`config.mk`:
```
export PLATFORM = sky130hd
export DESIGN_NAME = pot_deadband_to_control_change
export DESIGN_NICKNAME = d
export VERILOG_FILES = /design/src/hdl/pdcc_pkg.sv /design/src/hdl/pot_deadband_to_control_change.sv /design/src/hdl/pdcc_ram.sv /design/src/hdl/pdcc_cfg_regs.sv /design/src/hdl/pdcc_eval.sv
export SDC_FILE = /design/constraint.sdc
export NUM_CORES = 1
export LEC_CHECK = 0
export BUFFER_PORTS_ARGS = -buffer_cell sky130_fd_sc_hd__buf_4
export CAP_MARGIN = 20
export CORE_MARGIN = 2
export CORE_UTILIZATION = 40
export DETAILED_ROUTE_END_ITERATION = 6
export PLACE_DENSITY = 0.66
export SYNTH_ARGS = -nofsm -noshare
export SYNTH_HDL_FRONTEND = slang
export SYNTH_SLANG_ARGS = --single-unit
```
`constraint.sdc`:
```
create_clock -name aclk -period 10.5 [get_ports aclk]
set_input_delay 2.1 -clock aclk [delete_from_list [all_inputs] [get_ports aclk]]
set_output_delay 2.1 -clock aclk [all_outputs]
set_load 0.01 [all_outputs]
```
`src/hdl/pdcc_pkg.sv`:
```
// shared types, constants and the controller table for the pot deadband block
// no dependencies
`default_nettype none

package pdcc_pkg;

    localparam int POT_COUNT_DEFAULT = 16;
    localparam int IDX_W             = 7;
    localparam int TABLE_SIZE        = 16;

    localparam int RAW_W  = 10;
    localparam int VAL_W  = 7;
    localparam int SENT_W = 8;
    localparam int CH_W   = 5;
    localparam int SRC_W  = 5;

    localparam logic [2:0] REG_DECK_A_CHANNEL  = 3'd0;
    localparam logic [2:0] REG_DECK_B_CHANNEL  = 3'd1;
    localparam logic [2:0] REG_CUE_MIX_MODE    = 3'd2;
    localparam logic [2:0] REG_RAW_THRESHOLD   = 3'd3;
    localparam logic [2:0] REG_VALUE_THRESHOLD = 3'd4;

    localparam logic [CH_W-1:0]  DECK_A_RESET          = 5'd2;
    localparam logic [CH_W-1:0]  DECK_B_RESET          = 5'd3;
    localparam logic [RAW_W-1:0] RAW_THRESHOLD_RESET   = 10'd15;
    localparam logic [VAL_W-1:0] VALUE_THRESHOLD_RESET = 7'd3;

    localparam logic [CH_W-1:0]   GLOBAL_CHANNEL = 5'd1;
    localparam logic [CH_W-1:0]   XF_CHANNEL     = 5'd1;
    localparam logic [VAL_W-1:0]  XF_CC          = 7'd8;
    localparam logic [VAL_W-1:0]  CUE_ALT_CC     = 7'd40;
    localparam logic [SRC_W-1:0]  CUE_POT        = 5'd1;
    localparam logic [SRC_W-1:0]  DECK_A_LAST    = 5'd5;
    localparam logic [SRC_W-1:0]  DECK_B_LAST    = 5'd11;
    localparam logic [SENT_W-1:0] SENT_RESET     = 8'd255;
    localparam logic [10:0]       SCALE_DIV      = 11'd1023;

    localparam logic [VAL_W-1:0] CC_TABLE [TABLE_SIZE] = '{
        7'd10, 7'd11, 7'd12, 7'd13, 7'd14, 7'd15,
        7'd20, 7'd21, 7'd22, 7'd23, 7'd24, 7'd25,
        7'd26, 7'd27, 7'd28, 7'd29
    };

    typedef struct packed {
        logic [SRC_W-1:0] source_index;
        logic [RAW_W-1:0] sample;
    } in_item_t;

    typedef struct packed {
        logic [CH_W-1:0]  midi_channel;
        logic [VAL_W-1:0] controller_number;
        logic [VAL_W-1:0] cc_value;
    } out_item_t;

    typedef struct packed {
        logic [CH_W-1:0]  deck_a_channel;
        logic [CH_W-1:0]  deck_b_channel;
        logic             cue_mix_mode;
        logic [RAW_W-1:0] raw_threshold;
        logic [VAL_W-1:0] value_threshold;
    } cfg_t;

    typedef struct packed {
        logic      emit;
        logic      raw_update;
        out_item_t data;
    } eval_t;

endpackage

`default_nettype wire

```
`src/hdl/pot_deadband_to_control_change.sv`:
```
// top level: pot and crossfader deadband filter emitting control-change requests
// depends on pdcc_pkg, pdcc_ram, pdcc_cfg_regs, pdcc_eval
//
// One request per cycle is accepted while the output is not stalled; its result
// is registered from the evaluation stage. Per-source history lives in two small
// rams (last raw sample per pot, last sent value per pot and crossfader) that are
// read as the request enters and written back from the evaluation stage; a write
// is forwarded to the request directly behind it. Reset state is held in
// per-entry valid flags, so the block is ready right after reset with no
// clearing pass. A stalled output holds the evaluation stage and so the input.
`default_nettype none

module pot_deadband_to_control_change #(
    parameter int POT_COUNT = pdcc_pkg::POT_COUNT_DEFAULT
) (
    input  wire logic          aclk,
    input  wire logic          aresetn,
    input  wire logic          s_valid,
    output logic               s_ready,
    input  wire pdcc_pkg::in_item_t s_data,
    output logic               m_valid,
    input  wire logic          m_ready,
    output pdcc_pkg::out_item_t m_data,
    input  wire logic          cfg_valid,
    output logic               cfg_ready,
    input  wire logic [2:0]    cfg_index,
    input  wire logic [9:0]    cfg_data
);
    import pdcc_pkg::*;

    localparam int RAW_AW  = (POT_COUNT > 1) ? $clog2(POT_COUNT) : 1;
    localparam int SENT_AW = $clog2(POT_COUNT + 1);

    cfg_t      cfg;
    eval_t     ev;

    logic      s1_valid_reg, s1_valid_next;
    in_item_t  s1_item_reg;
    logic      m_valid_reg, m_valid_next;
    out_item_t m_data_reg;

    logic [POT_COUNT-1:0] raw_valid_reg, raw_valid_next;
    logic [POT_COUNT:0]   sent_valid_reg, sent_valid_next;

    logic               raw_fwd_valid_reg;
    logic [RAW_AW-1:0]  raw_fwd_addr_reg;
    logic [RAW_W-1:0]   raw_fwd_data_reg;
    logic               sent_fwd_valid_reg;
    logic [SENT_AW-1:0] sent_fwd_addr_reg;
    logic [SENT_W-1:0]  sent_fwd_data_reg;

    logic               out_free;
    logic               fire;
    logic               accept;
    in_item_t           rd_item;
    logic [IDX_W-1:0]   rd_idx;
    logic [IDX_W-1:0]   s1_idx;
    logic [RAW_AW-1:0]  raw_raddr, raw_addr_s1;
    logic [SENT_AW-1:0] sent_raddr, sent_addr_s1;
    logic [RAW_W-1:0]   raw_rdata, raw_old;
    logic [SENT_W-1:0]  sent_rdata, sent_old;
    logic               raw_we, sent_we;
    logic               raw_hit, sent_hit;

    pdcc_cfg_regs u_cfg (
        .aclk      (aclk),
        .aresetn   (aresetn),
        .cfg_valid (cfg_valid),
        .cfg_ready (cfg_ready),
        .cfg_index (cfg_index),
        .cfg_data  (cfg_data),
        .cfg       (cfg)
    );

    assign out_free = !m_valid_reg || m_ready;
    assign fire     = s1_valid_reg && out_free;
    assign s_ready  = !s1_valid_reg || fire;
    assign accept   = s_valid && s_ready;

    // re-read the held request while stalled so the ram output stays current
    assign rd_item      = s_ready ? s_data : s1_item_reg;
    assign rd_idx       = IDX_W'(rd_item.source_index);
    assign s1_idx       = IDX_W'(s1_item_reg.source_index);
    assign raw_raddr    = rd_idx[RAW_AW-1:0];
    assign sent_raddr   = rd_idx[SENT_AW-1:0];
    assign raw_addr_s1  = s1_idx[RAW_AW-1:0];
    assign sent_addr_s1 = s1_idx[SENT_AW-1:0];

    pdcc_ram #(.WIDTH(RAW_W), .DEPTH(POT_COUNT)) u_raw_ram (
        .aclk  (aclk),
        .we    (raw_we),
        .waddr (raw_addr_s1),
        .wdata (s1_item_reg.sample),
        .raddr (raw_raddr),
        .rdata (raw_rdata)
    );

    pdcc_ram #(.WIDTH(SENT_W), .DEPTH(POT_COUNT + 1)) u_sent_ram (
        .aclk  (aclk),
        .we    (sent_we),
        .waddr (sent_addr_s1),
        .wdata ({1'b0, ev.data.cc_value}),
        .raddr (sent_raddr),
        .rdata (sent_rdata)
    );

    assign raw_hit  = raw_fwd_valid_reg && (raw_fwd_addr_reg == raw_addr_s1);
    assign sent_hit = sent_fwd_valid_reg && (sent_fwd_addr_reg == sent_addr_s1);
    assign raw_old  = raw_hit ? raw_fwd_data_reg : raw_rdata;
    assign sent_old = sent_hit ? sent_fwd_data_reg : sent_rdata;

    pdcc_eval #(.POT_COUNT(POT_COUNT)) u_eval (
        .cfg            (cfg),
        .item           (s1_item_reg),
        .raw_old        (raw_old),
        .raw_old_valid  (raw_valid_reg[raw_addr_s1]),
        .sent_old       (sent_old),
        .sent_old_valid (sent_valid_reg[sent_addr_s1]),
        .result         (ev)
    );

    assign raw_we  = fire && ev.raw_update;
    assign sent_we = fire && ev.emit;

    always_comb begin
        s1_valid_next = s1_valid_reg;
        if (accept) begin
            s1_valid_next = 1'b1;
        end else if (fire) begin
            s1_valid_next = 1'b0;
        end

        m_valid_next = m_valid_reg;
        if (fire) begin
            m_valid_next = ev.emit;
        end else if (m_ready) begin
            m_valid_next = 1'b0;
        end

        raw_valid_next = raw_valid_reg;
        if (raw_we) begin
            raw_valid_next[raw_addr_s1] = 1'b1;
        end
        sent_valid_next = sent_valid_reg;
        if (sent_we) begin
            sent_valid_next[sent_addr_s1] = 1'b1;
        end
    end

    always_ff @(posedge aclk) begin
        if (!aresetn) begin
            s1_valid_reg       <= 1'b0;
            m_valid_reg        <= 1'b0;
            raw_valid_reg      <= '0;
            sent_valid_reg     <= '0;
            raw_fwd_valid_reg  <= 1'b0;
            sent_fwd_valid_reg <= 1'b0;
        end else begin
            s1_valid_reg       <= s1_valid_next;
            m_valid_reg        <= m_valid_next;
            raw_valid_reg      <= raw_valid_next;
            sent_valid_reg     <= sent_valid_next;
            raw_fwd_valid_reg  <= raw_we;
            sent_fwd_valid_reg <= sent_we;
        end
    end

    always_ff @(posedge aclk) begin
        if (accept) begin
            s1_item_reg <= s_data;
        end
        if (fire && ev.emit) begin
            m_data_reg <= ev.data;
        end
        raw_fwd_addr_reg  <= raw_addr_s1;
        raw_fwd_data_reg  <= s1_item_reg.sample;
        sent_fwd_addr_reg <= sent_addr_s1;
        sent_fwd_data_reg <= {1'b0, ev.data.cc_value};
    end

    assign m_valid = m_valid_reg;
    assign m_data  = m_data_reg;

    a_result_from_stage: assert property (@(posedge aclk) disable iff (!aresetn)
        $rose(m_valid_reg) |-> $past(s1_valid_reg))
        else $error("result appeared without a request in the evaluation stage");

    a_stall_blocks_input: assert property (@(posedge aclk) disable iff (!aresetn)
        (s1_valid_reg && m_valid_reg && !m_ready) |-> !s_ready)
        else $error("input taken while the evaluation stage is held");

    a_sent_marked_valid: assert property (@(posedge aclk) disable iff (!aresetn)
        sent_we |=> sent_valid_reg[$past(sent_addr_s1)])
        else $error("sent entry written but not marked valid");

    a_raw_needs_pot: assert property (@(posedge aclk) disable iff (!aresetn)
        raw_we |-> (IDX_W'(s1_item_reg.source_index) < IDX_W'(POT_COUNT)))
        else $error("raw history written for a source that is not a pot");

endmodule

`default_nettype wire

```
`src/hdl/pdcc_ram.sv`:
```
// generic single write port, single read port ram with registered read data
// no dependencies
`default_nettype none

module pdcc_ram #(
    parameter int WIDTH = 8,
    parameter int DEPTH = 16
) (
    input  wire logic                                        aclk,
    input  wire logic                                        we,
    input  wire logic [((DEPTH > 1) ? $clog2(DEPTH) : 1)-1:0] waddr,
    input  wire logic [WIDTH-1:0]                            wdata,
    input  wire logic [((DEPTH > 1) ? $clog2(DEPTH) : 1)-1:0] raddr,
    output logic      [WIDTH-1:0]                            rdata
);

    logic [WIDTH-1:0] mem [DEPTH];

    always_ff @(posedge aclk) begin
        if (we) begin
            mem[waddr] <= wdata;
        end
        rdata <= mem[raddr];
    end

endmodule

`default_nettype wire

```
`src/hdl/pdcc_cfg_regs.sv`:
```
// configuration register bank written through its own valid/ready port
// depends on pdcc_pkg
`default_nettype none

module pdcc_cfg_regs (
    input  wire logic               aclk,
    input  wire logic               aresetn,
    input  wire logic               cfg_valid,
    output logic                    cfg_ready,
    input  wire logic [2:0]         cfg_index,
    input  wire logic [9:0]         cfg_data,
    output pdcc_pkg::cfg_t          cfg
);
    import pdcc_pkg::*;

    cfg_t cfg_reg;
    cfg_t cfg_next;

    assign cfg_ready = 1'b1;
    assign cfg       = cfg_reg;

    always_comb begin
        cfg_next = cfg_reg;
        if (cfg_valid) begin
            unique case (cfg_index)
                REG_DECK_A_CHANNEL:  cfg_next.deck_a_channel  = cfg_data[CH_W-1:0];
                REG_DECK_B_CHANNEL:  cfg_next.deck_b_channel  = cfg_data[CH_W-1:0];
                REG_CUE_MIX_MODE:    cfg_next.cue_mix_mode    = cfg_data[0];
                REG_RAW_THRESHOLD:   cfg_next.raw_threshold   = cfg_data[RAW_W-1:0];
                REG_VALUE_THRESHOLD: cfg_next.value_threshold = cfg_data[VAL_W-1:0];
                default: ;
            endcase
        end
    end

    always_ff @(posedge aclk) begin
        if (!aresetn) begin
            cfg_reg.deck_a_channel  <= DECK_A_RESET;
            cfg_reg.deck_b_channel  <= DECK_B_RESET;
            cfg_reg.cue_mix_mode    <= 1'b0;
            cfg_reg.raw_threshold   <= RAW_THRESHOLD_RESET;
            cfg_reg.value_threshold <= VALUE_THRESHOLD_RESET;
        end else begin
            cfg_reg <= cfg_next;
        end
    end

endmodule

`default_nettype wire

```
`src/hdl/pdcc_eval.sv`:
```
// both deadbands, scaling and message fields for one request in the read stage
// depends on pdcc_pkg
`default_nettype none

module pdcc_eval #(
    parameter int POT_COUNT = pdcc_pkg::POT_COUNT_DEFAULT
) (
    input  wire pdcc_pkg::cfg_t         cfg,
    input  wire pdcc_pkg::in_item_t     item,
    input  wire logic [9:0]             raw_old,
    input  wire logic                   raw_old_valid,
    input  wire logic [7:0]             sent_old,
    input  wire logic                   sent_old_valid,
    output pdcc_pkg::eval_t             result
);
    import pdcc_pkg::*;

    localparam logic [IDX_W-1:0] XF_IDX = IDX_W'(POT_COUNT);

    logic [IDX_W-1:0]  src_ext;
    logic              is_pot;
    logic              is_xf;
    logic [RAW_W-1:0]  raw_diff;
    logic              raw_block;
    logic [16:0]       prod;
    logic [VAL_W-1:0]  quot;
    logic [10:0]       rem;
    logic [VAL_W-1:0]  val;
    logic [SENT_W-1:0] sent_cmp;
    logic [SENT_W-1:0] val_diff;
    logic              pass_val;
    logic [VAL_W-1:0]  cc;
    logic [CH_W-1:0]   ch;

    always_comb begin
        src_ext = IDX_W'(item.source_index);
        is_pot  = src_ext < XF_IDX;
        is_xf   = src_ext == XF_IDX;

        raw_diff  = (item.sample > raw_old) ? (item.sample - raw_old)
                                            : (raw_old - item.sample);
        raw_block = is_pot && raw_old_valid && (raw_diff < cfg.raw_threshold);

        // sample * 127 / 1023 with one correction step
        prod = {item.sample, 7'b0} - 17'(item.sample);
        quot = prod[16:10];
        rem  = {1'b0, prod[9:0]} + 11'(quot);
        val  = (rem >= SCALE_DIV) ? quot + 7'd1 : quot;

        sent_cmp = sent_old_valid ? sent_old : SENT_RESET;
        val_diff = ({1'b0, val} > sent_cmp) ? ({1'b0, val} - sent_cmp)
                                            : (sent_cmp - {1'b0, val});
        pass_val = val_diff >= {1'b0, cfg.value_threshold};

        if (is_xf) begin
            cc = XF_CC;
        end else if (src_ext < IDX_W'(TABLE_SIZE)) begin
            cc = CC_TABLE[item.source_index[3:0]];
        end else begin
            cc = VAL_W'(item.source_index);
        end
        if (!is_xf && item.source_index == CUE_POT && cfg.cue_mix_mode) begin
            cc = CUE_ALT_CC;
        end

        priority if (is_xf) begin
            ch = XF_CHANNEL;
        end else if (item.source_index <= DECK_A_LAST) begin
            ch = cfg.deck_a_channel;
        end else if (item.source_index <= DECK_B_LAST) begin
            ch = cfg.deck_b_channel;
        end else begin
            ch = GLOBAL_CHANNEL;
        end

        result.raw_update             = is_pot && !raw_block;
        result.emit                   = (is_xf || (is_pot && !raw_block)) && pass_val;
        result.data.midi_channel      = ch;
        result.data.controller_number = cc;
        result.data.cc_value          = val;
    end

endmodule

`default_nettype wire

```
==> results by group <==
Setup path
  – CP endpoint kind: flip-flop
  – Type of origin of the critical path: flip-flop
  – CP required: roughly 11 ns
  – CP Max Fanout: 28
  – Worst Path Class, Setup: reg2reg
  – Worst stage delay on the critical path: 0.97 ns
  – Slowest CP cell: edfxtp_1
  – Most frequent CP cell: ha_1
  – WP data arrival: 9.96 ns

Placement
  – HPWL Detailed: just over 30 mm
  – Placed cell area: 0.02029 mm^2
  – Pre-CTS setup slack: 0.7844 ns
  – IO Port Bufs: 52
  – Placer Congestion: 0.8621

Drt
  – First-pass DRT Iterations: 7
  – WL per Instance: 21.78 um
  – Final antenna-violating net count: 0
  – Initial DRC Count: 975
  – Final WL: roughly 46 mm
  – DR vias: about 12,000
  – Vias per cell: 5.615
  – # DRC: 4

STA
  – Worst-Margin Slew: 1.102 ns
  – Final Hold Fails: 0
  – Slew margin rel.: 0.2600
  – Tcrit/Tclk final: 0.9235
  – Setup-failing EPs final: 0
  – Final WS setup: 0.8031 ns
  – Final Slew Violations: 0
  – Achievable Freq: 103.1 MHz
  – RSZ-0062 raised after global routing: false
  – Setup_tns: 0 ns
  – Period minus WS final: slightly below 10 ns
  – Clk_skew: roughly 0.041 ns

Yosys
  – Syn_nets: 1,480
  – Synth top area cells: edfxtp_1, dfxtp_1, mux4_2
  – Cell taking the most area after synthesis: edfxtp_1
  – Sequential area share after synthesis: 0.6044
  – Register bit count reported by yosys: roughly 420
  – Average size of a mapped cell: 13.76 um^2
  – Ys async rst share: 0
  – Post-synth cell types: between 80 and 90
  – Cells after Synth: roughly 1,400
  – Synthesized area: 0.01895 mm^2
  – Main synth FF type: edfxtp_1
  – Area share of the largest cell type after synthesis: 0.4945
  – Number of synthesized flops with an enable pin: 312
  – Yosys warning count: 0

Floorplan
  – Chip height: 221.6 um
  – Die ar.: ~0.05 mm^2
  – Core Rows: 79
  – Die width: between 200 and 250 um
  – Starting Density: 0.4061
  – Core Area: 0.04665 mm^2
  – IO Count: 55

Layout
  – Layout area overhead: 14.54%
  – Nets: around 1,600
  – Antenna Cells: 0
  – Final instance area: 0.02170 mm^2
  – Share of cells above drive strength 1: 0.1946
  – Max reg flops: between 150 and 200
  – Final cell utilization of the core: 0.4651

Pwr
  – Power density over the cells: 180.3 mW/mm^2
  – Leakage: 0.007721 uW
  – Register share of total power: 0.473
  – Clock power frac: 0.387
  – Comb pwr share: 0.139
  – Pint: 2900 uW
  – VDD IR max: 0.1007 mV
  – Switching power: between 1000 and 1500 uW
  – Sw Ratio: 0.2590

Outcome
  – Failing checks: design-rule violations
  – Outcome: finished with violations

Global routing
  – First-pass GRT wire length: slightly above 70 mm
  – Total track usage: 0.1871
  – Congestion Overflow GR: 0
  – Largest net degree at the start of global routing: 47
  – Vias in the first global route: ~12,000
  – Antenna violations before repair: 0

Clock tree
  – Clock buffer depth: 3
  – Root buf cell: clkbuf_16
  – Worst-path clk slew: 0.06 ns
  – TritonCTS buffer count: 43
  – TritonCTS clock tree: done
  – Clk_lat worst skew: 0.60 ns
  – # H-tree levels: 2
  – CTS sink count: 416

Job
  – Max-Cap Viols: 0

Worst hold path
  – Worst hold path type: reg2reg
[cells in the mapped netlist, types with 3 or more instances]
library cell / n
a2111oi_0: 4
a211oi_1: 24
a21boi_0: 5
a21o_1: 11
a21oi_1: 48
a22o_1: 4
a311oi_1: 4
a31oi_1: 22
and2_1: 33
and3_1: 6
buf_2: 18
clkbuf_1: 42
dfxtp_1: 104
edfxtp_1: 312
fa_1: 5
ha_1: 65
inv_1: 64
mux2_2: 12
mux2i_1: 47
mux4_2: 77
nand2_1: 132
nand2b_1: 11
nand3_1: 19
nand4_1: 4
nor2_1: 50
nor2b_1: 15
nor3_1: 29
nor4_1: 23
o211ai_1: 11
o21a_1: 20
o21ai_0: 32
o21bai_1: 3
o311ai_0: 3
o32a_1: 6
o41ai_1: 18
or2_2: 8
or3_1: 7
xnor2_1: 17
xor2_1: 12
[cells by family after synthesis]
logic type,after synthesis,share of synthesized area
mux,138,0.1249
simple gates,351,0.09120
buf+inv,131,0.02833
xor+xnor,29,0.01341
compound gates,239,0.08856
other cells,2,0.0003964
fa+ha+maj,71,0.04880
flops,416,0.6044
[per-stage QoR]
stage | hold slack (ns) | std cells | power [uW]
after detailed placement | 0.4383 | 2024 | 2433
final | 0.4527 | 2102 | 3913
after global routing | 0.4723 | 2102 | 4075
after global placement | 0.4233 | 2022 | 2424
after floorplan | 0.3740 | 1377 | 2254
after CTS | 0.4531 | 2101 | 3948
[cells in the final DEF (no fill, tap or decap), drive strengths merged, types with 26 or more instances in the layout]
cell / count
ha: 65
inv: 65
nand2: 132
a21oi: 50
mux4: 77
buf: 107
clkbuf: 54
nor2: 50
o21ai: 33
edfxtp: 312
nor3: 30
a211oi: 26
mux2i: 47
and2: 33
dfxtp: 104
[power by group through the flow]
stage | Sequential (uW) | Combinational (uW) | Clock, uW
after floorplan | 1890 | 366 | 0
after global placement | 1890 | 537 | 0
after detailed placement | 1890 | 545 | 0
after CTS | 1850 | 547 | 1550
after global routing | 1860 | 609 | 1610
final | 1850 | 545 | 1520
[worst max-delay path: cells and delay by family (launching register included)]
kind            cells  cell delay, ns
simple gates        8            2.67
compound gates     11            2.36
fa+ha+maj           5            1.75
flops               1            0.97
buf+inv             3            0.74
mux                 3            0.58
xor+xnor            1            0.29
[area by class of cell]
| class | instances | area (um^2) |
|---|---|---|
| clock buffers | 54 | 1149 |
| fillers | 4085 | 24960 |
| inverters | 65 | 244.0 |
| multi-input cells | 830 | 7042 |
| well taps | 607 | 759.5 |
| flip-flops and latches | 416 | 11450 |
| clock inverters | 23 | 256.5 |
| repair buffers | 107 | 798.3 |
[final timing paths]
kind                                        start                 to  slack, ns  cells after the start
worst max register to register     s1_item_reg[1]         m_data[11]       0.80                     31
worst min-delay path            sent_valid_reg[2]  sent_valid_reg[2]       0.45                      2
worst min register to register  sent_valid_reg[2]  sent_valid_reg[2]       0.45                      2
worst max-delay path               s1_item_reg[1]         m_data[11]       0.80                     31
[per-layer routing]
metal  share of wire  track usage  vias up  routed length [um]
met3           0.073      0.04386       65                3354
met5               0            0        -                   0
met2            0.47       0.3081      369               21690
li1                -            -     5434                   -
met1            0.43       0.2507     5934               19860
met4           0.019      0.04664        0                 877
[what timing repair did]
item	4_1_cts	5_1_grt
endpoints found under the setup margin	0	8
resized for setup	0	1
setup buffers	0	1
hold buffers	0	0
Note: power is estimated with default switching activity, not from simulation.
